**config.mk**
```make
export PLATFORM = sky130hd
export DESIGN_NAME = plcgdi_queue
export DESIGN_NICKNAME = d
export VERILOG_FILES = /design/src/hw/rtl/plcgdi_pkg.sv /design/src/hw/rtl/plcgdi_queue.sv
export SDC_FILE = /design/constraint.sdc
export NUM_CORES = 1
export LEC_CHECK = 0
export ABC_CLOCK_PERIOD_IN_PS = 1320
export BUFFER_PORTS_ARGS = -buffer_cell sky130_fd_sc_hd__buf_2
export CAP_MARGIN = 5
export CORE_MARGIN = 8
export CORE_UTILIZATION = 33
export DETAILED_ROUTE_END_ITERATION = 8
export GPL_ROUTABILITY_DRIVEN = 0
export HOLD_SLACK_MARGIN = 0.05
export PLACE_DENSITY = 0.68
export SETUP_SLACK_MARGIN = 0.1
export SLEW_MARGIN = 20
export SYNTH_ARGS = -nofsm -noshare
export SYNTH_HDL_FRONTEND = slang
export SYNTH_SLANG_ARGS = --single-unit
```
**constraint.sdc**
```tcl
create_clock -name clk_i -period 1.32 [get_ports clk_i]
set_input_delay 0.264 -clock clk_i [delete_from_list [all_inputs] [get_ports clk_i]]
set_output_delay 0.264 -clock clk_i [all_outputs]
set_load 0.01 [all_outputs]
```
**src/hw/rtl/plcgdi_pkg.sv**
```systemverilog
// ----------------------------------------------------------------------------
// plcgdi_pkg
// Shared types, constants and helpers for the pruned LCG block deinterleaver.
// ----------------------------------------------------------------------------
package plcgdi_pkg;

  localparam int unsigned MaxBlockDefault  = 32768;
  localparam int unsigned DataWidthDefault = 8;

  localparam int unsigned BlockLenW     = 16;
  localparam int unsigned DataOutW      = 8;
  localparam int unsigned OutPosW       = 15;
  localparam int unsigned MinBlock      = 5;
  localparam int unsigned QueueDepth    = 2;
  localparam logic [BlockLenW-1:0] BlockLenReset = 16'h8000;

  typedef enum logic {
    FE_ACCEPT,
    FE_SEARCH
  } front_state_e;

  // readout side of one queued word
  typedef struct packed {
    logic               emit;
    logic               last;
    logic [OutPosW-1:0] position;
  } meta_t;

  // s - 1 for s the next power of two at or above n, never below 8
  function automatic logic [31:0] span_mask(input logic [31:0] n);
    logic [31:0] x;
    x = n - 32'd1;
    x = x | (x >> 1);
    x = x | (x >> 2);
    x = x | (x >> 4);
    x = x | (x >> 8);
    x = x | (x >> 16);
    return x | 32'd7;
  endfunction

endpackage

```
**src/hw/rtl/plcgdi_queue.sv**
```systemverilog
// ----------------------------------------------------------------------------
// plcgdi_queue
// Two-entry word queue between the front and the back.
// ----------------------------------------------------------------------------
module plcgdi_queue #(
  parameter int unsigned WIDTH = 8
) (
  input  logic             clk_i,
  input  logic             rst_ni,
  input  logic             push_i,
  input  logic [WIDTH-1:0] push_data_i,
  output logic             full_o,
  output logic             valid_o,
  output logic [WIDTH-1:0] data_o,
  input  logic             pop_i
);
  import plcgdi_pkg::*;

  localparam int unsigned PtrW = $clog2(QueueDepth);
  localparam int unsigned CntW = $clog2(QueueDepth + 1);

  logic [WIDTH-1:0] slot_q [QueueDepth];
  logic [PtrW-1:0]  wr_ptr_q, wr_ptr_d;
  logic [PtrW-1:0]  rd_ptr_q, rd_ptr_d;
  logic [CntW-1:0]  cnt_q, cnt_d;
  logic             do_push;
  logic             do_pop;

  assign full_o  = cnt_q == CntW'(QueueDepth);
  assign valid_o = cnt_q != '0;
  assign data_o  = slot_q[rd_ptr_q];
  assign do_push = push_i && !full_o;
  assign do_pop  = pop_i && valid_o;

  always_comb begin
    wr_ptr_d = wr_ptr_q;
    rd_ptr_d = rd_ptr_q;
    cnt_d    = cnt_q;
    if (do_push) begin
      wr_ptr_d = (wr_ptr_q == PtrW'(QueueDepth - 1)) ? '0 : wr_ptr_q + 1'b1;
    end
    if (do_pop) begin
      rd_ptr_d = (rd_ptr_q == PtrW'(QueueDepth - 1)) ? '0 : rd_ptr_q + 1'b1;
    end
    if (do_push && !do_pop) begin
      cnt_d = cnt_q + 1'b1;
    end else if (do_pop && !do_push) begin
      cnt_d = cnt_q - 1'b1;
    end
  end

  always_ff @(posedge clk_i or negedge rst_ni) begin
    if (!rst_ni) begin
      wr_ptr_q <= '0;
      rd_ptr_q <= '0;
      cnt_q    <= '0;
    end else begin
      wr_ptr_q <= wr_ptr_d;
      rd_ptr_q <= rd_ptr_d;
      cnt_q    <= cnt_d;
    end
  end

  always_ff @(posedge clk_i) begin
    if (do_push) begin
      slot_q[wr_ptr_q] <= push_data_i;
    end
  end

endmodule

```
* Word level (Yosys, flattened, before mapping)
Memory sizes are Yosys's and may differ from the RTL's.
Cells that the tools add are included.
** Cells by class
- Reduce and logical (&&, ||, !) cells :: 9
- Mux-type cells :: 6
- Eq/ne operators :: 1
- Add/subtract/negate cells :: 4
** Operator list (number)
- 1-bit logical AND :: 4
- 1-bit 2-to-1 mux :: 4
- 2-bit 2-to-1 mux :: 2
- 2-bit nonzero test :: 2
- 1-bit logical NOT :: 3
- 1-bit adder, second input constant :: 2
- 2-bit by 1-bit adder with 2-bit output, second input constant :: 1
- 2-bit equality test, second input constant :: 1
- 2-bit by 1-bit subtractor with 2-bit output, second input constant :: 1
** Storage, ports and cells
- Input bits :: 12
- Output and inout bits :: 10
- Word-level logic and storage cells :: 24
- Flip-flop bits (word level) :: 4
- Memories :: 1
- Memory bits (writable) :: 16
** Memories
- slot_q :: depth 2, width 8, rd ports 1, clocked after memory_dff 0, write ports 1, line plcgdi_queue.sv:22 : logic [WIDTH-1:0] slot_q [QueueDepth];

* Logic depth before layout (Yosys ltp)
Gate-level depths: netlist (run 1).
- Word-level depth :: 7
- Depth in mapped cells :: 7
- Depth with buffers taken out :: 7

* Least setup slack after synthesis (run 1)
Ideal clock, no wire load.
- Kind :: flip-flop to flip-flop
- Start point :: reg cnt_q[0]
- End point :: mem slot_q[0][0], enable pin
- Buffers on the path :: 0
- Path slack :: -0.036 ns
- Period minus slack after synthesis :: 1.356 ns
- Data required time :: 0.950 ns
- Stages on the path, launching flop included :: 4
- Arrival time :: 0.986 ns
- Cell sequence :: dfrtp_1 > nand2b_1 > nand2_2 > nor2_1
** Between the ends
- Cells in the longest elaborated chain, start to end :: 5
** Ends and longest elaborated chain
- from (decl) :: line plcgdi_queue.sv:25 : logic [CntW-1:0] cnt_q, cnt_d;
- from (signal assigned) :: line plcgdi_queue.sv:60 : cnt_q <= cnt_d;
- 2-bit equality test :: line plcgdi_queue.sv:29 : assign full_o = cnt_q == CntW'(QueueDepth);
- 1-bit logical NOT :: line plcgdi_queue.sv:32 : assign do_push = push_i && !full_o;
- 1-bit logical AND :: line plcgdi_queue.sv:32
- 1-bit 2-to-1 mux :: line plcgdi_queue.sv:65 : if (do_push) begin
- 1-bit 2-to-1 mux (implied by the code) :: line plcgdi_queue.sv:66 : slot_q[wr_ptr_q] <= push_data_i;
- to (decl) :: line plcgdi_queue.sv:22
No other way between the ends.

* Worst setup path after layout (run 1)
- Start point :: reg rd_ptr_q
- End point :: out data_o[7]
** Between the ends
- Cells in the longest elaborated chain, start to end :: 1
** Ends and longest elaborated chain
- from (decl) :: line plcgdi_queue.sv:24 : logic [PtrW-1:0] rd_ptr_q, rd_ptr_d;
- from (signal assigned) :: line plcgdi_queue.sv:59 : rd_ptr_q <= rd_ptr_d;
- memory 2 x 8 bit
- to (decl) :: line plcgdi_queue.sv:14 : output logic [WIDTH-1:0] data_o,
No other way between the ends.

==> results.json, run 1 <==
{
  "status": "finished with violations",
  "failed_checks": "negative setup slack",
  "fin_worst_skew_ns": 0.000465,
  "firstDrtPassIters": 2,
  "whs_path_depth": 1,
  "setup_violations": 10,
  "path_class": "reg -> out",
  "cts.sinks": 20,
  "synth.net_count": 57,
  "cp-end-kind": "primary output",
  "syn_area_per_cell_um2": 17.9,
  "grt_max_degree": 12,
  "drt-initial-drc-count": 14,
  "ys_ff_latch": 20,
  "n_fill_cell": 193,
  "dieArea_um2": 4200,
  "die_h_um": 64.8,
  "grt_use_total_pct": 7.66,
  "critPathArrivalTime_ns": 1.28,
  "rsz0062_at_grt": "yes",
  "max_freq_mhz": 647,
  "cts_buffers": 3,
  "drt-vias-per-instance": 4.37,
  "synth.distinct_cells": 14,
  "cts-root-buf": "clkbuf_4",
  "drc": 0,
  "final_common_cell": "edfxtp_1",
  "relSlewSlack_pct": 85.5,
  "tightest_slew_ns": 0.218,
  "htreeDepth": 1,
  "yosysSeqAreaShare_pct": 73.9,
  "antenna_found_initial": 0,
  "port_buffers": 21,
  "vias": 498,
  "grt_overflow_total": 0,
  "post_drt_wl_per_cell_um": 13.9,
  "syn_to_final_growth_pct": 60.5,
  "synth_area_um2": 786,
  "seqCellArea_um2": 582,
  "fin_ws_ns": -0.227,
  "ys_warn_count": 0,
  "rows": 17,
  "cts_tree": "done",
  "antenna_left": 0,
  "fin_crit_ns": 1.55,
  "cp-start-kind": "register",
  "p_leak_uw": 0.000555,
  "crit_required_ns": 1.06,
  "clk_latency_ns": 0.29,
  "hold_viol": 0,
  "period_share_pct": 117,
  "drv_cap": 0,
  "power_density_nw_per_um2": 2310,
  "start_util_pct": 35.2,
  "ir_worst_vdd_v": 0.00134,
  "drive_above_1_share_pct": 74.4,
  "dieWidth_um": 64.8,
  "cp_max_fo": 5,
  "hold_slack_ns": 0.155,
  "synthCells": 44,
  "path_clk_slew_ns": 0.11,
  "hp-class": "in -> reg",
  "clockBufferDepth": 2,
  "layout.nets": 100,
  "drt_wl_total_um": 1580,
  "final_cell_mix": "16 x edfxtp_1, 15 x buf_6, 12 x buf_4",
  "multi_input_area_um2": 277,
  "core_area_um2": 2230,
  "grt_pass1_wl_um": 2550,
  "drv_slew": 0,
  "post-dp-hpwl_um": 1060,
  "grt_pass1_vias": 547,
  "ff2ff_path_depth": 6,
  "diodes": 0,
  "setup_tns_ns": -1.88,
  "pin_count": 22
}
==> kinds of logic (layout without fill, tap and decap cells) <==
| family | after synthesis | count (layout) | share of synthesized area (%) |
|---|---|---|---|
| fa+ha+maj | 1 | 1 | 1.59 |
| simple gates | 7 | 7 | 5.89 |
| xor+xnor | 5 | 5 | 5.57 |
| mux | 8 | 8 | 11.5 |
| flops | 20 | 20 | 73.9 |
| buf+inv | 3 | 45 | 1.59 |
==> metal layers <==
metal  part of all wire, %  track usage, %  up-vias
met3                   6.4            2.23        0
met1                    44            9.14      243
met2                    49            13.7       15
met5                     0               0        -
met4                     0           0.817        0
li1                      -               -      240
==> area by class of cell <==
class                   count  area share (%)
well taps                  28            2.78
repair buffers             39            25.7
clock buffers               4            2.88
multi-input cells          21            21.9
inverters                   2           0.595
flip-flops and latches     20            46.1
==> what timing repair did <==
item,CTS,global route
hold endpoints to repair,4,0
endpoints found under the setup margin,27,29
hold buffers,1,0
pin swaps,3,3
buffers inserted,6,4
gates resized for setup,27,5
==> registers in the layout, indices dropped and copies added, names as in the netlist <==
name,cells
rd_ptr_q,1
wr_ptr_q,1
cnt_q,2
slot_q,16
==> stage by stage <==
step / instance area, um^2 / power [uW] / std cells / utilization [%] / setup WS (ns)
final: 1260 / 2910 / 114 / 56.5 / -0.227
after global routing: 1260 / 3090 / 114 / 56.5 / -0.275
after CTS: 1210 / 2780 / 111 / 54.3 / -0.231
after detailed placement: 1010 / 1920 / 100 / 45.0 / -0.0342
after global placement: 1010 / 1880 / 100 / 45.0 / -0.0183
after floorplan: 811 / 1520 / 44 / - / -0.0210
==> Yosys cell counts <==
cell type / n / share of area, %
nand2_2: 1 / 0.80
nand2_4: 1 / 1.4
dfrtp_1: 4 / 13
xor2_1: 2 / 2.2
xnor2_1: 3 / 3.3
nand2b_1: 1 / 0.80
inv_1: 2 / 0.96
and3_1: 1 / 0.80
ha_1: 1 / 1.6
nor2_1: 2 / 0.96
buf_2: 1 / 0.64
edfxtp_1: 16 / 61
or2_4: 1 / 1.1
mux2_1: 8 / 11
==> report_power, final <==
group	internal [uW]	switching, uW	total, uW
Combinational	992	592	1580
Sequential	885	93.4	978
Clock	168	182	350
Total	2040	867	2910
==> worst max-delay path: stages (launching register included) <==
cell and delay [ns]:
dfrtp_2 0.43, buf_6 0.14, mux2_4 0.30, buf_6 0.12
==> path summary, 6_finish.rpt <==
| check | end | slack, ns | startpoint |
|---|---|---|---|
| hold / removal | slot_q[0][7]$_DFFE_PP_ | 0.16 | push_data_i[7] |
| max in group asynchronous | rd_ptr_q$_DFFE_PN0P_ | 0.90 | rst_ni |
| setup / recovery | data_o[7] | -0.23 | rd_ptr_q$_DFFE_PN0P_ |
| hold reg to reg | wr_ptr_q$_DFFE_PN0N_ | 0.55 | wr_ptr_q$_DFFE_PN0N_ |
| setup reg to reg | cnt_q[1]$_DFFE_PN0P_ | -0.04 | cnt_q[1]$_DFFE_PN0P_ |
| min in group asynchronous | cnt_q[0]$_DFFE_PN0P_ | 0.29 | rst_ni |
Note: power is estimated with default switching activity, not from simulation.
==> run 2: changes to the inputs <==
- SKIP_CTS_REPAIR_TIMING: not set -> 1
==> run 2 against run 1 <==
The run still ends with negative setup slack left; wire length is 6.7% lower; sequential power is 0.4% lower; non-clock buffer count is 5 lower; count of clock-buffer cells in the layout stayed put.
==> results.json, run 2 (synthesized netlist as in run 1, its figures left out) <==
{
  "status": "finished with violations",
  "failed_checks": "negative setup slack",
  "period_share_pct": 116,
  "rows": 17,
  "setup_tns_ns": -1.79,
  "power.total_uw": 2730,
  "relSlewSlack_pct": 88.5,
  "n_fill_cell": 192,
  "grt_max_degree": 12,
  "cp-start-kind": "register",
  "vias": 462,
  "fin_crit_ns": 1.54,
  "grt_overflow_total": 0,
  "cp_max_fo": 5,
  "hp-class": "in -> reg",
  "port_buffers": 21,
  "clockBufferDepth": 2,
  "crit_required_ns": 1.06,
  "rsz0062_at_grt": "yes",
  "final_core_util_pct": 54.3,
  "cts_tree": "done",
  "diodes": 0,
  "start_util_pct": 35.2,
  "reg_top3": "slot_q: 16 flops, cnt_q: 2 flops",
  "placedCellCount": 100,
  "layout.nets": 95,
  "grt_pass1_wl_um": 2240,
  "antenna_left": 0,
  "dieWidth_um": 64.8,
  "post_drt_wl_per_cell_um": 13.6,
  "power_density_nw_per_um2": 2250,
  "ir_worst_vdd_v": 0.00127,
  "die_h_um": 64.8,
  "top_register": "slot_q",
  "drt_wl_total_um": 1480,
  "cp-end-kind": "primary output",
  "p_leak_uw": 0.000522,
  "fin_ws_ns": -0.217,
  "path_clk_slew_ns": 0.11,
  "cts-root-buf": "clkbuf_4",
  "syn_to_final_growth_pct": 54.5,
  "cts.sinks": 20,
  "antenna_found_initial": 0,
  "grt_pass1_vias": 507,
  "drv_slew": 0,
  "htreeDepth": 1,
  "cts_buffers": 3,
  "hold_slack_ns": 0.155,
  "tightest_slew_ns": 0.173,
  "core_area_um2": 2230,
  "final_cell_mix": "16 x buf_6, 16 x edfxtp_1, 11 x buf_2",
  "hold_viol": 0,
  "drive_above_1_share_pct": 69.1,
  "grt_use_total_pct": 6.70,
  "max_freq_mhz": 651,
  "path_class": "reg -> out",
  "setup_violations": 11,
  "clk_latency_ns": 0.29,
  "drt-vias-per-instance": 4.24,
  "largest_register_ffs": 16,
  "drv_cap": 0,
  "firstDrtPassIters": 2,
  "pin_count": 22,
  "dieArea_um2": 4200,
  "finalNonFillerCells": 109,
  "drt-initial-drc-count": 4,
  "drc": 0,
  "post-dp-hpwl_um": 1060,
  "fin_worst_skew_ns": 0.00588,
  "critPathArrivalTime_ns": 1.27
}
[run 2: layout make-up]
type	count	area (um^2)	area share, %
multi-input combinational	21	263	21.6
sequential	20	582	47.9
timing repair buffer	34	290	23.9
tap	28	35.0	2.89
inverter	2	7.51	0.619
clock buffer	4	36.3	2.99
[run 2: critical path: stages, from the launching register on]
cell     delay (ns)
dfrtp_2        0.43
buf_6          0.14
mux2_4         0.30
buf_6          0.12
[run 2: final timing paths]
| kind | to | from | slack [ns] | depth (start not counted) |
|---|---|---|---|---|
| setup / recovery | data_o[2] | rd_ptr_q$_DFFE_PN0P_ | -0.22 | 3 |
| hold / removal | slot_q[0][7]$_DFFE_PP_ | push_data_i[7] | 0.16 | 1 |
| setup reg to reg | cnt_q[1]$_DFFE_PN0P_ | cnt_q[0]$_DFFE_PN0P_ | -0.04 | 6 |
| hold reg to reg | wr_ptr_q$_DFFE_PN0N_ | wr_ptr_q$_DFFE_PN0N_ | 0.56 | 1 |
| max in group asynchronous | rd_ptr_q$_DFFE_PN0P_ | rst_ni | 0.89 | 2 |
| min in group asynchronous | wr_ptr_q$_DFFE_PN0N_ | rst_ni | 0.29 | 2 |
[run 2: power breakdown]
group	total [uW]	leakage, uW	internal, uW	switching [uW]
combinational	1420	0.000307	876	541
sequential	974	0.000194	885	88.9
clock	344	0.0000210	168	176
[run 2: routing by layer]
metal / track usage (%) / up-vias / share of wire [%]
li1: - / 229 / -
met1: 7.60 / 218 / 42
met2: 11.9 / 15 / 51
met3: 2.06 / 0 / 6.6
met4: 1.63 / 0 / 0
met5: 0 / - / 0
[run 2: through the flow]
stage	area [um^2]	worst slack [ns]
2_1_floorplan	811	-0.0210
6_report	1210	-0.217
4_1_cts	1040	-0.374
3_5_place_dp	1010	-0.0342
5_1_grt	1210	-0.273
3_3_place_gp	1010	-0.0183
