### src/hw/rtl/plcgdi_pkg.sv
// ----------------------------------------------------------------------------
// plcgdi_pkg
// Shared types, constants and helpers for the pruned LCG block deinterleaver.
// ----------------------------------------------------------------------------
package plcgdi_pkg;

  localparam int unsigned MaxBlockDefault  = 32768;
  localparam int unsigned DataWidthDefault = 8;

  localparam int unsigned BlockLenW     = 16;
  localparam int unsigned DataOutW      = 8;
  localparam int unsigned OutPosW       = 15;
  localparam int unsigned MinBlock      = 5;
  localparam int unsigned QueueDepth    = 2;
  localparam logic [BlockLenW-1:0] BlockLenReset = 16'h8000;

  typedef enum logic {
    FE_ACCEPT,
    FE_SEARCH
  } front_state_e;

  // readout side of one queued word
  typedef struct packed {
    logic               emit;
    logic               last;
    logic [OutPosW-1:0] position;
  } meta_t;

  // s - 1 for s the next power of two at or above n, never below 8
  function automatic logic [31:0] span_mask(input logic [31:0] n);
    logic [31:0] x;
    x = n - 32'd1;
    x = x | (x >> 1);
    x = x | (x >> 2);
    x = x | (x >> 4);
    x = x | (x >> 8);
    x = x | (x >> 16);
    return x | 32'd7;
  endfunction

endpackage

### src/hw/rtl/plcgdi_front.sv
// ----------------------------------------------------------------------------
// plcgdi_front
// Accepts words, tracks block state and walks the pruned write sequence.
// ----------------------------------------------------------------------------
module plcgdi_front #(
  parameter int unsigned MAX_BLOCK  = plcgdi_pkg::MaxBlockDefault,
  parameter int unsigned DATA_WIDTH = plcgdi_pkg::DataWidthDefault,
  parameter int unsigned LEN_W      = $clog2(MAX_BLOCK + 1),
  parameter int unsigned POS_W      = $clog2(MAX_BLOCK)
) (
  input  logic                  clk_i,
  input  logic                  rst_ni,
  input  logic                  restart_i,
  input  logic [LEN_W-1:0]      n_i,
  input  logic [POS_W-1:0]      mask_i,
  input  logic                  in_valid_i,
  input  logic [DATA_WIDTH-1:0] data_in_i,
  output logic                  in_stall_o,
  input  logic                  q_full_i,
  output logic                  push_o,
  output logic [DATA_WIDTH-1:0] push_data_o,
  output logic [POS_W:0]        push_wr_addr_o,
  output logic [POS_W:0]        push_rd_addr_o,
  output plcgdi_pkg::meta_t     push_meta_o
);
  import plcgdi_pkg::*;

  front_state_e      state_q, state_d;
  logic [LEN_W-1:0]  load_cnt_q, load_cnt_d;
  logic [LEN_W-1:0]  emit_cnt_q, emit_cnt_d;
  logic [POS_W-1:0]  lcg_q, lcg_d;
  logic              bank_q, bank_d;
  logic              ready_q, ready_d;

  logic [POS_W-1:0]  g;
  logic [POS_W-1:0]  p_next;
  logic              p_ok;
  logic              accept;
  logic              emit;
  logic [LEN_W-1:0]  load_next;
  logic              wrap;

  assign g         = mask_i >> 2;
  // (5p + g) mod s; wrapping at 2^POS_W is harmless as s divides it
  assign p_next    = (lcg_q + {lcg_q[POS_W-3:0], 2'b00} + g) & mask_i;
  assign p_ok      = LEN_W'(p_next) < n_i;
  assign accept    = (state_q == FE_ACCEPT) && in_valid_i && !q_full_i;
  assign emit      = ready_q && (emit_cnt_q < n_i);
  assign load_next = load_cnt_q + 1'b1;
  assign wrap      = load_next >= n_i;

  assign in_stall_o     = !((state_q == FE_ACCEPT) && !q_full_i);
  assign push_o         = accept;
  assign push_data_o    = data_in_i;
  assign push_wr_addr_o = {bank_q, lcg_q};
  assign push_rd_addr_o = {~bank_q, emit_cnt_q[POS_W-1:0]};

  always_comb begin
    push_meta_o.emit     = emit;
    push_meta_o.last     = emit_cnt_q == (n_i - 1'b1);
    push_meta_o.position = OutPosW'(emit_cnt_q);
  end

  always_comb begin
    state_d    = state_q;
    load_cnt_d = load_cnt_q;
    emit_cnt_d = emit_cnt_q;
    lcg_d      = lcg_q;
    bank_d     = bank_q;
    ready_d    = ready_q;
    unique case (state_q)
      FE_ACCEPT: begin
        if (accept) begin
          if (emit) begin
            emit_cnt_d = emit_cnt_q + 1'b1;
          end
          if (wrap) begin
            bank_d     = ~bank_q;
            ready_d    = 1'b1;
            emit_cnt_d = '0;
            load_cnt_d = '0;
            lcg_d      = '0;
          end else begin
            load_cnt_d = load_next;
            lcg_d      = p_next;
            if (!p_ok) begin
              state_d = FE_SEARCH;
            end
          end
        end
      end
      FE_SEARCH: begin
        // skip generator values at or above the block length
        lcg_d = p_next;
        if (p_ok) begin
          state_d = FE_ACCEPT;
        end
      end
      default: state_d = FE_ACCEPT;
    endcase
    if (restart_i) begin
      state_d    = FE_ACCEPT;
      load_cnt_d = '0;
      emit_cnt_d = '0;
      lcg_d      = '0;
      ready_d    = 1'b0;
    end
  end

  always_ff @(posedge clk_i or negedge rst_ni) begin
    if (!rst_ni) begin
      state_q    <= FE_ACCEPT;
      load_cnt_q <= '0;
      emit_cnt_q <= '0;
      lcg_q      <= '0;
      bank_q     <= 1'b0;
      ready_q    <= 1'b0;
    end else begin
      state_q    <= state_d;
      load_cnt_q <= load_cnt_d;
      emit_cnt_q <= emit_cnt_d;
      lcg_q      <= lcg_d;
      bank_q     <= bank_d;
      ready_q    <= ready_d;
    end
  end

endmodule

### config.mk
export PLATFORM = sky130hd
export DESIGN_NAME = plcgdi_front
export DESIGN_NICKNAME = d
export VERILOG_FILES = /design/src/hw/rtl/plcgdi_pkg.sv /design/src/hw/rtl/plcgdi_front.sv
export SDC_FILE = /design/constraint.sdc
export NUM_CORES = 1
export LEC_CHECK = 0
export BUFFER_PORTS_ARGS = -buffer_cell sky130_fd_sc_hd__buf_2
export CAP_MARGIN = 10
export CORE_MARGIN = 3
export CORE_UTILIZATION = 51
export DETAILED_ROUTE_END_ITERATION = 8
export PLACE_DENSITY = 0.81
export SYNTH_ARGS = -nofsm -noshare
export SYNTH_HDL_FRONTEND = slang
export SYNTH_SLANG_ARGS = --single-unit
export TNS_END_PERCENT = 20
### constraint.sdc
create_clock -name clk_i -period 3.75 [get_ports clk_i]
set_input_delay 0.1875 -clock clk_i [delete_from_list [all_inputs] [get_ports clk_i]]
set_output_delay 0.1875 -clock clk_i [all_outputs]
set_load 0.02 [all_outputs]
* After elaboration in Yosys (flattened, before gate mapping)
Index checks and enable logic that the tools add are counted.
Storage, ports and cells: bits in latches 0, word-level logic and storage cells 55, bits in read-only memories 0, memories 0, register bits 50, input bits 44, RAM bits 0, output and inout port bits 59
Operators by class: equal/unequal tests 3, div/mod/pow operators 0, shifts and indexed selects 0, bitwise gates (word level) 3, add/sub/neg operators 5, reduce and logical (&&, ||, !) cells 13, order comparisons 3, muxes and demuxes 22, multiply operators 0
Operator list (count):
- $mux W16 | 9
- $mux W15 | 3
- $add A16 B1 Y16 const B | 2
- $pmux W15 S2 | 1
- $eq A16 B16 Y1 | 1
- $ge A16 B16 Y1 | 1
- $lt A15 B16 Y1 | 1
- $lt A16 B16 Y1 | 1
- $sub A16 B1 Y16 const B | 1
- $add A15 B13 Y15 | 1
- $add A15 B15 Y15 | 1
- $and A15 B15 Y15 | 1
- $reduce_and A3 Y1 | 3
- $mux W1 | 8
- $logic_and A1 B1 Y1 | 4
- $reduce_bool A2 Y1 | 2
- $ne A3 B3 Y1 const B | 1
- $reduce_bool A3 Y1 | 1
- $logic_not A1 Y1 | 2
- $ne A2 B2 Y1 const B | 1
- $not A1 Y1 | 2
- $pmux W1 S2 | 1
- $reduce_and A2 Y1 | 1

* Logic depth before layout (Yosys ltp)
Gate-level depths: netlist of run 1.
depth in word-level cells 9, mapped depth 18, depth with buffers taken out 18

* Worst setup path before layout of run 1
OpenSTA, ideal clock, no wires.
kind flip-flop to flip-flop, from register lcg_q[0], to register state_q, arrival time 4004 ps, cell stages (with the launch flop) 18, slack -376 ps, clock period less this slack 4126 ps, required time 3628 ps, library setup time 122 ps, path buffers 0, cells stage by stage dfrtp_1 -> inv_1 -> fa_1 -> inv_1 -> fa_1 -> a211o_1 -> a2111o_1 -> a21oi_1 -> xnor2_1 -> and2_1 -> ha_1 -> a21o_1 -> a21o_1 -> a21o_1 -> a21o_1 -> a211oi_1 -> o31ai_1 -> o2111a_1
On the way: word-level cells in the longest chain between the ends 9
Ends and longest elaborated chain:
- start, declared | line plcgdi_front.sv:31 | logic [POS_W-1:0] lcg_q, lcg_d;
- start signal, assigned | line plcgdi_front.sv:122 | lcg_q <= lcg_d;
- $add A15 B15 Y15 * | line plcgdi_front.sv:45 | assign p_next = (lcg_q + {lcg_q[POS_W-3:0], 2'b00} + g) & mask_i;
- $add A15 B13 Y15 * | line plcgdi_front.sv:45
- $and A15 B15 Y15 * | line plcgdi_front.sv:45
- $lt A15 B16 Y1 * | line plcgdi_front.sv:46 | assign p_ok = LEN_W'(p_next) < n_i;
- $mux W1 * | line plcgdi_front.sv:86, plcgdi_front.sv:95
- $mux W1 | line plcgdi_front.sv:77 | if (wrap) begin
- $mux W1 | line plcgdi_front.sv:73 | if (accept) begin
- $pmux W1 S2 * | line plcgdi_front.sv:71 | unique case (state_q)
- $mux W1 * | line plcgdi_front.sv:101 | if (restart_i) begin
- named net state_d | line plcgdi_front.sv:28 | front_state_e state_q, state_d;
- end signal, assigned | line plcgdi_front.sv:119 | state_q <= state_d;
- end, declared | line plcgdi_front.sv:28
Mark *: on every way through the listed nets, which the timed path passes. The rest lies on a longest branch. A chain may end at the register's enable or synchronous reset.

* Worst setup path in the final report of run 1
from register lcg_q[2], to register state_q
Same word-level chain as after synthesis.

==> results of run 1 <==
## synth_stat cells, types with 2 or more instances
library cell / count
sky130_fd_sc_hd__ha_1: 65
sky130_fd_sc_hd__dfrtp_1: 50
sky130_fd_sc_hd__buf_4: 41
sky130_fd_sc_hd__nand2_1: 40
sky130_fd_sc_hd__inv_1: 34
sky130_fd_sc_hd__nand3_1: 30
sky130_fd_sc_hd__xnor2_1: 30
sky130_fd_sc_hd__nor2_1: 28
sky130_fd_sc_hd__o21ai_0: 27
sky130_fd_sc_hd__a22o_1: 23
sky130_fd_sc_hd__a21oi_1: 20
sky130_fd_sc_hd__xor2_1: 19
sky130_fd_sc_hd__a21o_1: 15
sky130_fd_sc_hd__fa_1: 12
sky130_fd_sc_hd__and2_1: 11
sky130_fd_sc_hd__o211ai_1: 11
sky130_fd_sc_hd__or4_1: 11
sky130_fd_sc_hd__a211oi_1: 9
sky130_fd_sc_hd__and3_1: 9
sky130_fd_sc_hd__clkbuf_1: 9
sky130_fd_sc_hd__nand4_1: 8
sky130_fd_sc_hd__nand2b_1: 7
sky130_fd_sc_hd__a31oi_1: 6
sky130_fd_sc_hd__nor4_1: 6
sky130_fd_sc_hd__o21a_1: 6
sky130_fd_sc_hd__or3_1: 6
sky130_fd_sc_hd__nor3_1: 5
sky130_fd_sc_hd__o31ai_1: 4
sky130_fd_sc_hd__a32o_1: 3
sky130_fd_sc_hd__o2111a_1: 3
sky130_fd_sc_hd__or4_4: 3
sky130_fd_sc_hd__mux2i_1: 2
sky130_fd_sc_hd__nor2b_1: 2
sky130_fd_sc_hd__nor3_2: 2
sky130_fd_sc_hd__o21ai_1: 2
## critical path, stage by stage, from the launching register on
cell,delay (ns)
sky130_fd_sc_hd__dfrtp_2,0.42
sky130_fd_sc_hd__buf_4,0.15
sky130_fd_sc_hd__fa_1,0.51
sky130_fd_sc_hd__ha_4,0.19
sky130_fd_sc_hd__buf_4,0.13
sky130_fd_sc_hd__o21a_1,0.19
sky130_fd_sc_hd__a2111o_1,0.45
sky130_fd_sc_hd__a21oi_2,0.16
sky130_fd_sc_hd__xnor2_1,0.09
sky130_fd_sc_hd__and2_1,0.15
sky130_fd_sc_hd__ha_1,0.32
sky130_fd_sc_hd__a21o_1,0.18
sky130_fd_sc_hd__a21o_1,0.14
sky130_fd_sc_hd__a21o_1,0.14
sky130_fd_sc_hd__a21o_1,0.15
sky130_fd_sc_hd__a211oi_2,0.17
sky130_fd_sc_hd__o31ai_1,0.11
sky130_fd_sc_hd__o2111a_1,0.13
## power by group through the flow
stage                     clock network (mW)  logic, mW  registers, mW
after floorplan                            0      0.276          0.581
after global placement                     0      0.400          0.571
after detailed placement                   0      0.419          0.572
after CTS                              0.336      0.428          0.561
after global routing                   0.367      0.480          0.563
final                                  0.332      0.432          0.561
## per-stage QoR
| step | util (%) | instance area (sq um) | worst slack (ns) | hold slack [ns] |
|---|---|---|---|---|
| after floorplan | - | 5180 | -0.0591 | -0.108 |
| after global placement | 57.0 | 5590 | -0.0122 | 0.340 |
| after detailed placement | 57.0 | 5590 | -0.152 | 0.351 |
| after CTS | 58.2 | 5720 | -0.115 | 0.00872 |
| after global routing | 58.6 | 5750 | -0.331 | 0.0518 |
| final | 58.6 | 5750 | -0.130 | -0.0132 |
## logic make-up (layout without fill, tap and decap cells)
family | count (synthesis) | after routing | share of synthesized area, %
simple gates | 174 | 174 | 17.9
compound gates | 140 | 140 | 19.4
buf+inv | 85 | 151 | 9.18
fa+ha+maj | 77 | 77 | 20.4
flops | 50 | 50 | 24.2
xor+xnor | 49 | 49 | 8.31
mux | 3 | 3 | 0.606
## routing by layer
metal / up-vias / wire (um) / GRT usage [%]
li1: 2216 / - / -
met1: 2225 / 5880 / 32.3
met2: 174 / 6570 / 41.0
met3: 28 / 781 / 2.95
met4: 0 / 221 / 6.58
met5: - / 0 / 0
## layout make-up
type | count | area (sq um)
clock buffer | 7 | 86.3
multi-input combinational | 443 | 3500
sequential | 50 | 1250
fill | 831 | 4070
tap | 133 | 166
timing repair buffer | 110 | 623
inverter | 34 | 128
## what timing repair did
| action | 4_1_cts | 5_1_grt |
|---|---|---|
| pin swaps | 1 | 2 |
| endpoints found under the hold margin | 0 | 0 |
| setup buffers | 1 | 3 |
| gates resized for setup | 3 | 2 |
| hold buffers | 0 | 0 |
| setup endpoints to repair | 4 | 12 |
## registers in the layout, indices dropped and copies added (netlist names)
register,cells
load_cnt_q,16
ready_q,1
state_q,1
lcg_q,15
bank_q,1
emit_cnt_q,16
## cells in the final DEF (no fill, tap or decap), types with 7 or more instances in the layout
cell	n
sky130_fd_sc_hd__inv_1	31
sky130_fd_sc_hd__a211oi_1	8
sky130_fd_sc_hd__o211ai_1	11
sky130_fd_sc_hd__a21oi_1	19
sky130_fd_sc_hd__nand4_1	8
sky130_fd_sc_hd__ha_1	62
sky130_fd_sc_hd__and3_1	9
sky130_fd_sc_hd__fa_1	11
sky130_fd_sc_hd__dfrtp_1	47
sky130_fd_sc_hd__xor2_1	19
sky130_fd_sc_hd__a22o_1	23
sky130_fd_sc_hd__xnor2_1	29
sky130_fd_sc_hd__or4_1	11
sky130_fd_sc_hd__nand3_1	30
sky130_fd_sc_hd__a21o_1	15
sky130_fd_sc_hd__and2_1	11
sky130_fd_sc_hd__nor2_1	28
sky130_fd_sc_hd__nand2_1	40
sky130_fd_sc_hd__buf_4	23
sky130_fd_sc_hd__o21ai_0	27
sky130_fd_sc_hd__buf_2	86
sky130_fd_sc_hd__nand2b_1	7
## worst paths after layout
check | startpoint | to | slack (ns) | cells after the start
worst min-delay path | rst_ni | bank_q | -0.01 | 2
max in group asynchronous | rst_ni | lcg_q[1] | 3.29 | 2
worst min register to register | bank_q | bank_q | 0.50 | 1
worst max register to register | lcg_q[2] | state_q | -0.13 | 17
min in group clk_i | mask_i[0] | lcg_q[0] | 0.15 | 2
worst max-delay path | lcg_q[2] | state_q | -0.13 | 17
==> insert_results.sql, run 1 <==
INSERT INTO impl_metrics (metric_group, metric, value, unit) VALUES
('layout', 'final_layout_size_suffix_gt1_share', '21.4', '%'),
('place', 'numPlacedInstances', '766', ''),
('worst_setup_path', 'cp_data_arrival_time', '4.09', 'ns'),
('yosys', 'yosysWarnings', '0', ''),
('clocking', 'worst_skew_pair.late_latency', '0.32', 'ns'),
('sta', 'final.period_utilization', '103', '%'),
('power_and_ir_drop', 'switching_share', '33.5', '%'),
('grt', 'antenna_found_initial', '0', ''),
('sta', 'grt_setup_unrepaired', 'yes', ''),
('sta', 'setup-tns-final', '-0.130', 'ns'),
('layout', 'flow.area_growth_from_synthesis', '11.4', '%'),
('route', 'num_vias', '4643', ''),
('clocking', 'cts_max_level', '2', ''),
('route', 'drt_first_pass_iters', '5', ''),
('yosys', 'synth-seq-cells', '50', ''),
('place', 'globalplace.congestion', '0.909', ''),
('power_and_ir_drop', 'peak_supply_drop', '0.000156', 'V'),
('power_and_ir_drop', 'p_clk_share', '25.0', '%'),
('power_and_ir_drop', 'p_total', '1.32', 'mW'),
('route', 'avgRoutedWirePerCell', '17.3', 'um'),
('place', 'placed_wire_length_estimate', '10600', 'um'),
('yosys', 'synth_largest_type_area_fraction', '24.2', '%'),
('power_and_ir_drop', 'power_frac_seq', '42.4', '%'),
('sta', 'hold-worst-slack', '-0.0132', 'ns'),
('power_and_ir_drop', 'power.combinational.fraction', '32.6', '%'),
('status', 'run_status', 'finished with violations', ''),
('floorplanning', 'num_io_pins', '103', ''),
('worst_setup_path', 'worst_setup_path_class', 'flop to flop', ''),
('power_and_ir_drop', 'power_density', '230', 'mW/mm^2'),
('route', 'detail_route.iter0.violations', '294', ''),
('yosys', 'netlist-cell-type-count', '54', ''),
('sta', 'final-max-slew-violation-count', '0', ''),
('sta', 'timing.final.setup_violations', '1', ''),
('worst_setup_path', 'crit_path_max_fanout', '3', ''),
('sta', 'timing.clock.skew', '0.0171', 'ns'),
('yosys', 'syn_avg_cell_area', '8.93', 'sq um'),
('sta', 'worst_pin_slew', '1.09', 'ns'),
('grt', 'grt_util_all_layers', '24.1', '%'),
('worst_setup_path', 'worst_setup_path_start_kind', 'flop', ''),
('job', 'cap_viol_max_count', '0', ''),
('yosys', 'synth_top_flop_cell', 'sky130_fd_sc_hd__dfrtp_1', ''),
('route', 'drc_errors', '0', ''),
('status', 'violations_in_the_final_reports', 'negative hold slack, negative setup slack', ''),
('floorplanning', 'core_region_area', '0.00982', 'sq mm'),
('min_path', 'hp-class', 'primary input to async pin', ''),
('sta', 'timing.final.ws_setup', '-0.130', 'ns'),
('route', 'finalWirelength', '13500', 'um'),
('grt', 'grt_remaining_overflow', '0', ''),
('yosys', 'number_of_enable_flip_flop_cells_after_synthesis', '0', ''),
('clocking', 'cts.sink_count', '50', ''),
('clocking', 'clockBufferDepth', '2', ''),
('sta', 'final_period_minus_worst_setup_slack', '3.88', 'ns'),
('power_and_ir_drop', 'switch_pwr', '0.444', 'mW'),
('grt', 'first_pass_grt_wire_length', '22300', 'um'),
('floorplanning', 'die-height', '107', 'um'),
('layout', 'fin_cells', '777', ''),
('route', 'detail-route-antenna-nets', '0', ''),
('place', 'count_of_input_and_output_buffers', '86', ''),
('layout', 'finish.net_count', '765', ''),
('grt', 'grt_max_degree', '51', ''),
('worst_setup_path', 'critical_path.endpoint_type', 'flop', ''),
('clocking', 'cts_made_buffers', '5', ''),
('clocking', 'cts_root_buffer', 'sky130_fd_sc_hd__clkbuf_8', ''),
('layout', 'n_antenna_cell', '0', ''),
('yosys', 'synthesized_net_count', '699', ''),
('power_and_ir_drop', 'p_leak', '3.00', 'nW'),
('clocking', 'path_clk_slew', '0.10', 'ns'),
('sta', 'slew-limit-headroom', '27.0', '%'),
('sta', 'fmax', '258', 'MHz'),
('sta', 'finalHoldViolCount', '26', ''),
('route', 'drt-vias-per-instance', '5.98', '');
No activity file was read; power rests on OpenSTA's default activity.
==> inputs of run 2 (changes only) <==
clock period = 3.2 ns   (was 3.75 ns; I/O delays follow)
==> run 2 against run 1 <==
The run ends with negative setup slack left. Global-route usage increased by 1.9 points. Utilization increased by 5.9 points. Cell area increased by 10%. Clock power increased by 44%. Flip-flop and latch count unchanged. Clock skew decreased by 0.0066 ns. Via count increased by 8.7%. Maximum frequency decreased by 0.19%. Critical path type unchanged. Largest power group unchanged.
==> insert_results.sql, run 2 (same netlist as run 1, synthesis figures left out) <==
INSERT INTO impl_metrics (metric_group, metric, value, unit) VALUES
('layout', 'top_regs', 'emit_cnt_q: 16 flops, load_cnt_q: 16 flops, lcg_q: 15 flops', ''),
('layout', 'n_antenna_cell', '0', ''),
('sta', 'timing.final.setup_violations', '32', ''),
('worst_setup_path', 'worstRegToRegCells', '16', ''),
('worst_setup_path', 'critical_path.endpoint_type', 'flop', ''),
('place', 'count_of_input_and_output_buffers', '86', ''),
('floorplanning', 'die-height', '107', 'um'),
('power_and_ir_drop', 'power.combinational.fraction', '34.2', '%'),
('route', 'detail_route.iter0.violations', '338', ''),
('sta', 'final.period_utilization', '121', '%'),
('sta', 'final_period_minus_worst_setup_slack', '3.89', 'ns'),
('clocking', 'path_clk_slew', '0.10', 'ns'),
('status', 'run_status', 'finished with violations', ''),
('clocking', 'tritoncts', 'done', ''),
('power_and_ir_drop', 'pint', '1.15', 'mW'),
('floorplanning', 'fp.dieW', '107', 'um'),
('sta', 'slew-limit-headroom', '62.4', '%'),
('worst_setup_path', 'critPathMostFrequentCell', 'sky130_fd_sc_hd__a21o_1', ''),
('grt', 'first_pass_grt_wire_length', '24000', 'um'),
('place', 'globalplace.congestion', '0.915', ''),
('min_path', 'hp-class', 'primary input to flop', ''),
('route', 'drt-vias-per-instance', '6.08', ''),
('layout', 'final_layout_size_suffix_gt1_share', '31.1', '%'),
('worst_setup_path', 'critical_path.endpoint', 'state_q', ''),
('clocking', 'cts_made_buffers', '5', ''),
('worst_setup_path', 'crit_path_max_fanout', '4', ''),
('floorplanning', 'row_count', '36', ''),
('grt', 'grt_max_degree', '29', ''),
('worst_setup_path', 'critical_path.max_stage_delay', '0.46', 'ns'),
('sta', 'grt_setup_unrepaired', 'yes', ''),
('grt', 'grt_util_all_layers', '25.9', '%'),
('power_and_ir_drop', 'power_density', '272', 'mW/mm^2'),
('clocking', 'cts_root_buffer', 'sky130_fd_sc_hd__clkbuf_8', ''),
('worst_setup_path', 'cp_data_arrival_time', '4.09', 'ns'),
('worst_setup_path', 'worst_setup_path_class', 'flop to flop', ''),
('worst_setup_path', 'cp.depth', '16', ''),
('worst_setup_path', 'cp_top_family', 'compound AO/OA/AOI/OAI gates', ''),
('sta', 'setup-tns-final', '-2.52', 'ns'),
('sta', 'timing.final.ws_setup', '-0.687', 'ns'),
('layout', 'mostFrequentLayoutCell', 'sky130_fd_sc_hd__buf_2', ''),
('worst_setup_path', 'timing.reg2reg.setup_slack', '-0.69', 'ns'),
('floorplanning', 'core_region_area', '0.00982', 'sq mm'),
('floorplanning', 'num_io_pins', '103', ''),
('layout', 'finish.net_count', '817', ''),
('power_and_ir_drop', 'peak_supply_drop', '0.000190', 'V'),
('power_and_ir_drop', 'power_frac_seq', '38.0', '%'),
('worst_setup_path', 'count_of_buffering_cells_on_the_critical_path_with_inverters_included', '1', ''),
('layout', 'flow.area_growth_from_synthesis', '22.7', '%'),
('sta', 'worst_pin_slew', '0.564', 'ns'),
('grt', 'antenna_found_initial', '0', ''),
('power_and_ir_drop', 'p_leak', '3.33', 'nW'),
('worst_setup_path', 'critical_path.cell_chain', 'buf_4 -> fa_1 -> ha_1 -> nand3_1 -> o211ai_1 -> or4_4 -> a31oi_1 -> xnor2_1 -> and2_4 -> ha_1 -> a21o_1 -> a21o_1 -> a21o_1 -> a211oi_2 -> o31ai_1 -> o2111a_1', ''),
('clocking', 'worst_skew_pair.late_latency', '0.31', 'ns'),
('place', 'placed_wire_length_estimate', '11700', 'um'),
('power_and_ir_drop', 'switching_share', '33.4', '%'),
('floorplanning', 'overall_die_area', '0.0114', 'sq mm'),
('clocking', 'cts.sink_count', '50', ''),
('worst_setup_path', 'worst_setup_path_start_kind', 'flop', ''),
('worst_setup_path', 'worstReg2RegStart', 'lcg_q[2]', ''),
('layout', 'final_cell_mix', 'sky130_fd_sc_hd__buf_2 (87), sky130_fd_sc_hd__buf_4 (70), sky130_fd_sc_hd__ha_1 (61), sky130_fd_sc_hd__dfrtp_1 (47), sky130_fd_sc_hd__nand2_1 (38)', ''),
('job', 'cap_viol_max_count', '0', ''),
('worst_setup_path', 'endpoint_of_the_worst_slack_reg_to_reg_timing_path', 'state_q', ''),
('grt', 'grt_remaining_overflow', '0', ''),
('clocking', 'clockBufferDepth', '2', ''),
('route', 'finalWirelength', '15200', 'um'),
('sta', 'final-max-slew-violation-count', '0', ''),
('power_and_ir_drop', 'switch_pwr', '0.576', 'mW'),
('worst_setup_path', 'critical-path-slowest-cell', 'sky130_fd_sc_hd__fa_1', ''),
('sta', 'timing.clock.skew', '0.0105', 'ns'),
('sta', 'hold-worst-slack', '0.132', 'ns'),
('worst_setup_path', 'worstSetupStartpoint', 'lcg_q[2]', ''),
('grt', 'grt_pass1_vias', '4988', ''),
('power_and_ir_drop', 'p_clk_share', '27.8', '%'),
('worst_setup_path', 'critical_path_required', '3.40', 'ns'),
('layout', 'final.fill_count', '783', ''),
('route', 'avgRoutedWirePerCell', '18.3', 'um'),
('route', 'detail-route-antenna-nets', '0', ''),
('sta', 'fmax', '257', 'MHz'),
('route', 'drc_errors', '0', ''),
('status', 'violations_in_the_final_reports', 'negative setup slack', ''),
('floorplanning', 'floorplan.initialDensity', '52.6', '%'),
('clocking', 'cts_max_level', '2', ''),
('sta', 'finalHoldViolCount', '0', ''),
('route', 'num_vias', '5047', ''),
('route', 'drt_first_pass_iters', '5', '');
run 2: changes by cell type in the layout (fill, tap and decap cells not counted), moves of 3 or more:
cell,delta
sky130_fd_sc_hd__o21ai_0,-6
sky130_fd_sc_hd__o21ai_1,+3
sky130_fd_sc_hd__a21oi_2,+3
sky130_fd_sc_hd__buf_4,+47
sky130_fd_sc_hd__nor2_1,-3
sky130_fd_sc_hd__a21oi_1,-3
run 2: power groups by stage:
stage / Combinational [mW] / Clock [mW] / Sequential [mW]
final: 0.589 / 0.478 / 0.655
after global routing: 0.644 / 0.508 / 0.657
after CTS: 0.565 / 0.489 / 0.655
after detailed placement: 0.548 / 0 / 0.667
after global placement: 0.513 / 0 / 0.667
after floorplan: 0.325 / 0 / 0.681
run 2: cell type report:
| cell class | count | area (sq um) | share of cell area [%] |
|---|---|---|---|
| inverters | 34 | 128 | 2.01 |
| multi-input cells | 444 | 3660 | 57.7 |
| clock inverters | 3 | 47.5 | 0.750 |
| repair buffers | 161 | 1010 | 16.0 |
| well taps | 133 | 166 | 2.63 |
| clock buffers | 5 | 68.8 | 1.09 |
| flip-flops and latches | 50 | 1250 | 19.8 |
run 2: worst min-delay path by stage:
stage / depth (start not counted) / slack (ns) / startpoint / endpoint
after detailed placement: 1 / 0.19 / rst_ni / emit_cnt_q[6]
final: 2 / 0.13 / mask_i[0] / lcg_q[0]
after global routing: 2 / 0.14 / mask_i[0] / lcg_q[0]
after floorplan: 0 / -0.14 / rst_ni / bank_q
after global placement: 1 / 0.17 / rst_ni / emit_cnt_q[10]
after CTS: 2 / 0.13 / mask_i[0] / lcg_q[0]
run 2: worst register-to-register path: stages, from the launching register on:
cell and delay (ns):
sky130_fd_sc_hd__dfrtp_2 0.42, sky130_fd_sc_hd__buf_4 0.15, sky130_fd_sc_hd__fa_1 0.46, sky130_fd_sc_hd__ha_1 0.36
sky130_fd_sc_hd__nand3_1 0.10, sky130_fd_sc_hd__o211ai_1 0.14, sky130_fd_sc_hd__or4_4 0.46, sky130_fd_sc_hd__a31oi_1 0.20
sky130_fd_sc_hd__xnor2_1 0.16, sky130_fd_sc_hd__and2_4 0.18, sky130_fd_sc_hd__ha_1 0.23, sky130_fd_sc_hd__a21o_1 0.19
sky130_fd_sc_hd__a21o_1 0.17, sky130_fd_sc_hd__a21o_1 0.17, sky130_fd_sc_hd__a211oi_2 0.18, sky130_fd_sc_hd__o31ai_1 0.10
sky130_fd_sc_hd__o2111a_1 0.13
run 2: repair_timing:
action                     4_1_cts  5_1_grt
pin swaps                       37       24
setup endpoints to repair       48       49
gates cloned                     2        0
gates resized for setup         20       25
hold buffers                     1        0
hold endpoints to repair        22        0
buffers inserted                 5        4
run 2: layer usage:
layer / up-vias / track usage [%] / share of wire [%]
met2: 252 / 43.5 / 49
met4: 0 / 11.8 / 3.2
met5: - / 0 / 0
li1: 2313 / - / -
met3: 50 / 3.31 / 7.1
met1: 2432 / 33.4 / 41
run 2: per-stage QoR:
step	util [%]	total power, mW	worst slack, ns	area [sq um]	std cells
2_1_floorplan	-	1.01	-0.609	5200	578
6_report	64.5	1.72	-0.687	6340	830
4_1_cts	63.1	1.71	-0.704	6190	827
3_5_place_dp	60.5	1.22	-0.736	5940	811
5_1_grt	64.5	1.81	-0.876	6340	830
3_3_place_gp	60.5	1.18	-0.599	5940	811
==> inputs of run 3 (changes only) <==
HOLD_SLACK_MARGIN = 0.06   (was unset)
RECOVER_POWER = 50   (was unset)
==> run 3 against run 2 <==
The run still ends with negative setup slack left. First-iteration DRC count decreased by 2.1%. Combinational power about the same. Utilization decreased by 0.41 points. Die area unchanged. Clock skew decreased by 0.0022 ns. Cell count unchanged. Sequential power about the same. Power decreased by 0.20%. Clock power about the same. Sequential share of layout area increased by 0.13 points. Register-to-register slack about the same. Largest cell class unchanged. Highest routed layer unchanged.
==> insert_results.sql, run 3 (same netlist as run 1, synthesis figures left out) <==
INSERT INTO impl_metrics (metric_group, metric, value, unit) VALUES
('route', 'drt_first_pass_iters', '5', ''),
('layout', 'final_layout_size_suffix_gt1_share', '27.1', '%'),
('min_path', 'hold_path.startpoint', 'mask_i[0]', ''),
('grt', 'grt_util_all_layers', '25.9', '%'),
('layout', 'final_cell_mix', 'sky130_fd_sc_hd__buf_4 (68), sky130_fd_sc_hd__ha_1 (61), sky130_fd_sc_hd__buf_2 (61), sky130_fd_sc_hd__dfrtp_1 (47), sky130_fd_sc_hd__nand2_1 (38)', ''),
('floorplanning', 'fp.dieW', '107', 'um'),
('clocking', 'cts_max_level', '2', ''),
('clocking', 'tritoncts', 'done', ''),
('route', 'drt-vias-per-instance', '6.05', ''),
('worst_setup_path', 'worstReg2RegStart', 'lcg_q[2]', ''),
('layout', 'final_area', '0.00630', 'sq mm'),
('sta', 'final.period_utilization', '121', '%'),
('layout', 'top_regs', 'emit_cnt_q: 16 flops, load_cnt_q: 16 flops, lcg_q: 15 flops', ''),
('worst_setup_path', 'worstSetupStartpoint', 'lcg_q[2]', ''),
('sta', 'finalHoldViolCount', '0', ''),
('clocking', 'worst_skew_pair.late_latency', '0.31', 'ns'),
('sta', 'final_period_minus_worst_setup_slack', '3.88', 'ns'),
('worst_setup_path', 'crit_path_max_fanout', '2', ''),
('layout', 'flow.area_growth_from_synthesis', '21.9', '%'),
('sta', 'final-max-slew-violation-count', '0', ''),
('grt', 'grt_remaining_overflow', '0', ''),
('status', 'violations_in_the_final_reports', 'negative setup slack', ''),
('layout', 'finish.net_count', '817', ''),
('power_and_ir_drop', 'power.combinational.fraction', '34.1', '%'),
('power_and_ir_drop', 'switch_pwr', '0.576', 'mW'),
('power_and_ir_drop', 'p_total', '1.72', 'mW'),
('worst_setup_path', 'worst_setup_path_start_kind', 'flop', ''),
('floorplanning', 'die-height', '107', 'um'),
('floorplanning', 'core_region_area', '0.00982', 'sq mm'),
('power_and_ir_drop', 'p_clk_share', '27.8', '%'),
('layout', 'n_antenna_cell', '0', ''),
('clocking', 'path_clk_slew', '0.10', 'ns'),
('worst_setup_path', 'worst_setup_path_class', 'flop to flop', ''),
('place', 'count_of_input_and_output_buffers', '86', ''),
('sta', 'timing.clock.skew', '0.00827', 'ns'),
('route', 'detail-route-antenna-nets', '0', ''),
('power_and_ir_drop', 'p_leak', '3.21', 'nW'),
('route', 'num_vias', '5018', ''),
('floorplanning', 'floorplan.initialDensity', '52.6', '%'),
('grt', 'grt_max_degree', '29', ''),
('sta', 'timing.final.setup_violations', '34', ''),
('clocking', 'clockBufferDepth', '2', ''),
('min_path', 'hp-class', 'primary input to flop', ''),
('grt', 'first_pass_grt_wire_length', '24000', 'um'),
('floorplanning', 'overall_die_area', '0.0114', 'sq mm'),
('floorplanning', 'num_io_pins', '103', ''),
('route', 'avgRoutedWirePerCell', '18.3', 'um'),
('place', 'placed_wire_length_estimate', '11700', 'um'),
('sta', 'worst_pin_slew', '1.35', 'ns'),
('worst_setup_path', 'critical_path_required', '3.40', 'ns'),
('job', 'cap_viol_max_count', '0', ''),
('clocking', 'cts_made_buffers', '5', ''),
('clocking', 'cts_root_buffer', 'sky130_fd_sc_hd__clkbuf_8', ''),
('sta', 'hold-worst-slack', '0.131', 'ns'),
('route', 'detail_route.iter0.violations', '331', ''),
('power_and_ir_drop', 'peak_supply_drop', '0.000187', 'V'),
('worst_setup_path', 'cp_data_arrival_time', '4.08', 'ns'),
('power_and_ir_drop', 'pint', '1.14', 'mW'),
('floorplanning', 'row_count', '36', ''),
('sta', 'fmax', '258', 'MHz'),
('status', 'run_status', 'finished with violations', ''),
('route', 'finalWirelength', '15200', 'um'),
('sta', 'timing.final.ws_setup', '-0.683', 'ns'),
('place', 'globalplace.congestion', '0.915', ''),
('power_and_ir_drop', 'power_frac_seq', '38.1', '%'),
('power_and_ir_drop', 'switching_share', '33.5', '%'),
('worst_setup_path', 'critical_path.endpoint_type', 'flop', ''),
('clocking', 'cts.sink_count', '50', ''),
('route', 'drc_errors', '0', ''),
('grt', 'antenna_found_initial', '0', ''),
('grt', 'grt_pass1_vias', '4988', ''),
('layout', 'mostFrequentLayoutCell', 'sky130_fd_sc_hd__buf_4', ''),
('sta', 'grt_setup_unrepaired', 'yes', ''),
('power_and_ir_drop', 'power_density', '273', 'mW/mm^2'),
('place', 'area_post_placement', '0.00594', 'sq mm'),
('sta', 'slew-limit-headroom', '10.2', '%');
run 3: cell count changes in the layout (fill, tap and decap cells not counted), sizes merged:
cell / previous run / this run
buf: 160 / 132
clkbuf: 5 / 33
run 3: layout make-up:
class	count	area [sq um]
fillers	796	3520
well taps	133	166
clock buffers	5	68.8
multi-input cells	444	3660
flip-flops and latches	50	1250
repair buffers	161	973
inverters	34	128
clock inverters	3	47.5
run 3: final timing paths:
kind / to / slack, ns / cells after the start
max in group asynchronous: lcg_q[12] / 1.47 / 3
setup reg to reg: state_q / -0.68 / 17
min in group asynchronous: emit_cnt_q[6] / 0.67 / 2
hold reg to reg: bank_q / 0.50 / 1
setup / recovery: state_q / -0.68 / 17
hold / removal: lcg_q[0] / 0.13 / 2
run 3: power groups by stage:
stage               Combinational, mW  Sequential (mW)  Clock, mW
floorplan                       0.325            0.681          0
global placement                0.513            0.667          0
detailed placement              0.548            0.667          0
CTS                             0.565            0.655      0.489
global route                    0.641            0.657      0.508
finish                          0.586            0.655      0.478
run 3: per-layer routing:
metal	GRT usage [%]	wire, um	vias to the layer above
met1	33.4	6250	2420
li1	-	-	2311
met4	11.8	579	0
met3	3.31	1020	49
met5	0	0	-
met2	43.5	7360	238
run 3: timing repair:
action / in CTS / in global routing
endpoints found under the hold margin: 22 / 0
gates resized for setup: 20 / 25
pin swaps: 37 / 24
setup buffers: 5 / 4
hold buffers: 1 / 0
cloned: 2 / 0
setup endpoints to repair: 48 / 49
run 3: through the flow:
stage          setup slack [ns]  TNS, ns  cells  utilization (%)
4_1_cts                  -0.704    -2.50    827             63.1
3_5_place_dp             -0.736   -11.62    811             60.5
6_report                 -0.683    -3.18    830             64.1
2_1_floorplan            -0.609   -0.609    578                -
5_1_grt                  -0.876    -7.38    830             64.1
3_3_place_gp             -0.599    -7.45    811             60.5
run 3: worst max-delay path, stage by stage (launching register included):
cell and delay [ns]:
sky130_fd_sc_hd__dfrtp_2 0.38, sky130_fd_sc_hd__inv_2 0.04, sky130_fd_sc_hd__fa_1 0.51, sky130_fd_sc_hd__inv_2 0.05, sky130_fd_sc_hd__fa_2 0.39, sky130_fd_sc_hd__a211o_1 0.29, sky130_fd_sc_hd__a2111o_1 0.41, sky130_fd_sc_hd__a21oi_2 0.15
sky130_fd_sc_hd__xnor2_1 0.13, sky130_fd_sc_hd__and2_4 0.18, sky130_fd_sc_hd__ha_4 0.20, sky130_fd_sc_hd__a21o_1 0.17, sky130_fd_sc_hd__a21o_1 0.15, sky130_fd_sc_hd__a21o_1 0.17, sky130_fd_sc_hd__a21o_1 0.17, sky130_fd_sc_hd__a211oi_2 0.17
sky130_fd_sc_hd__o31ai_1 0.10, sky130_fd_sc_hd__o2111a_1 0.12
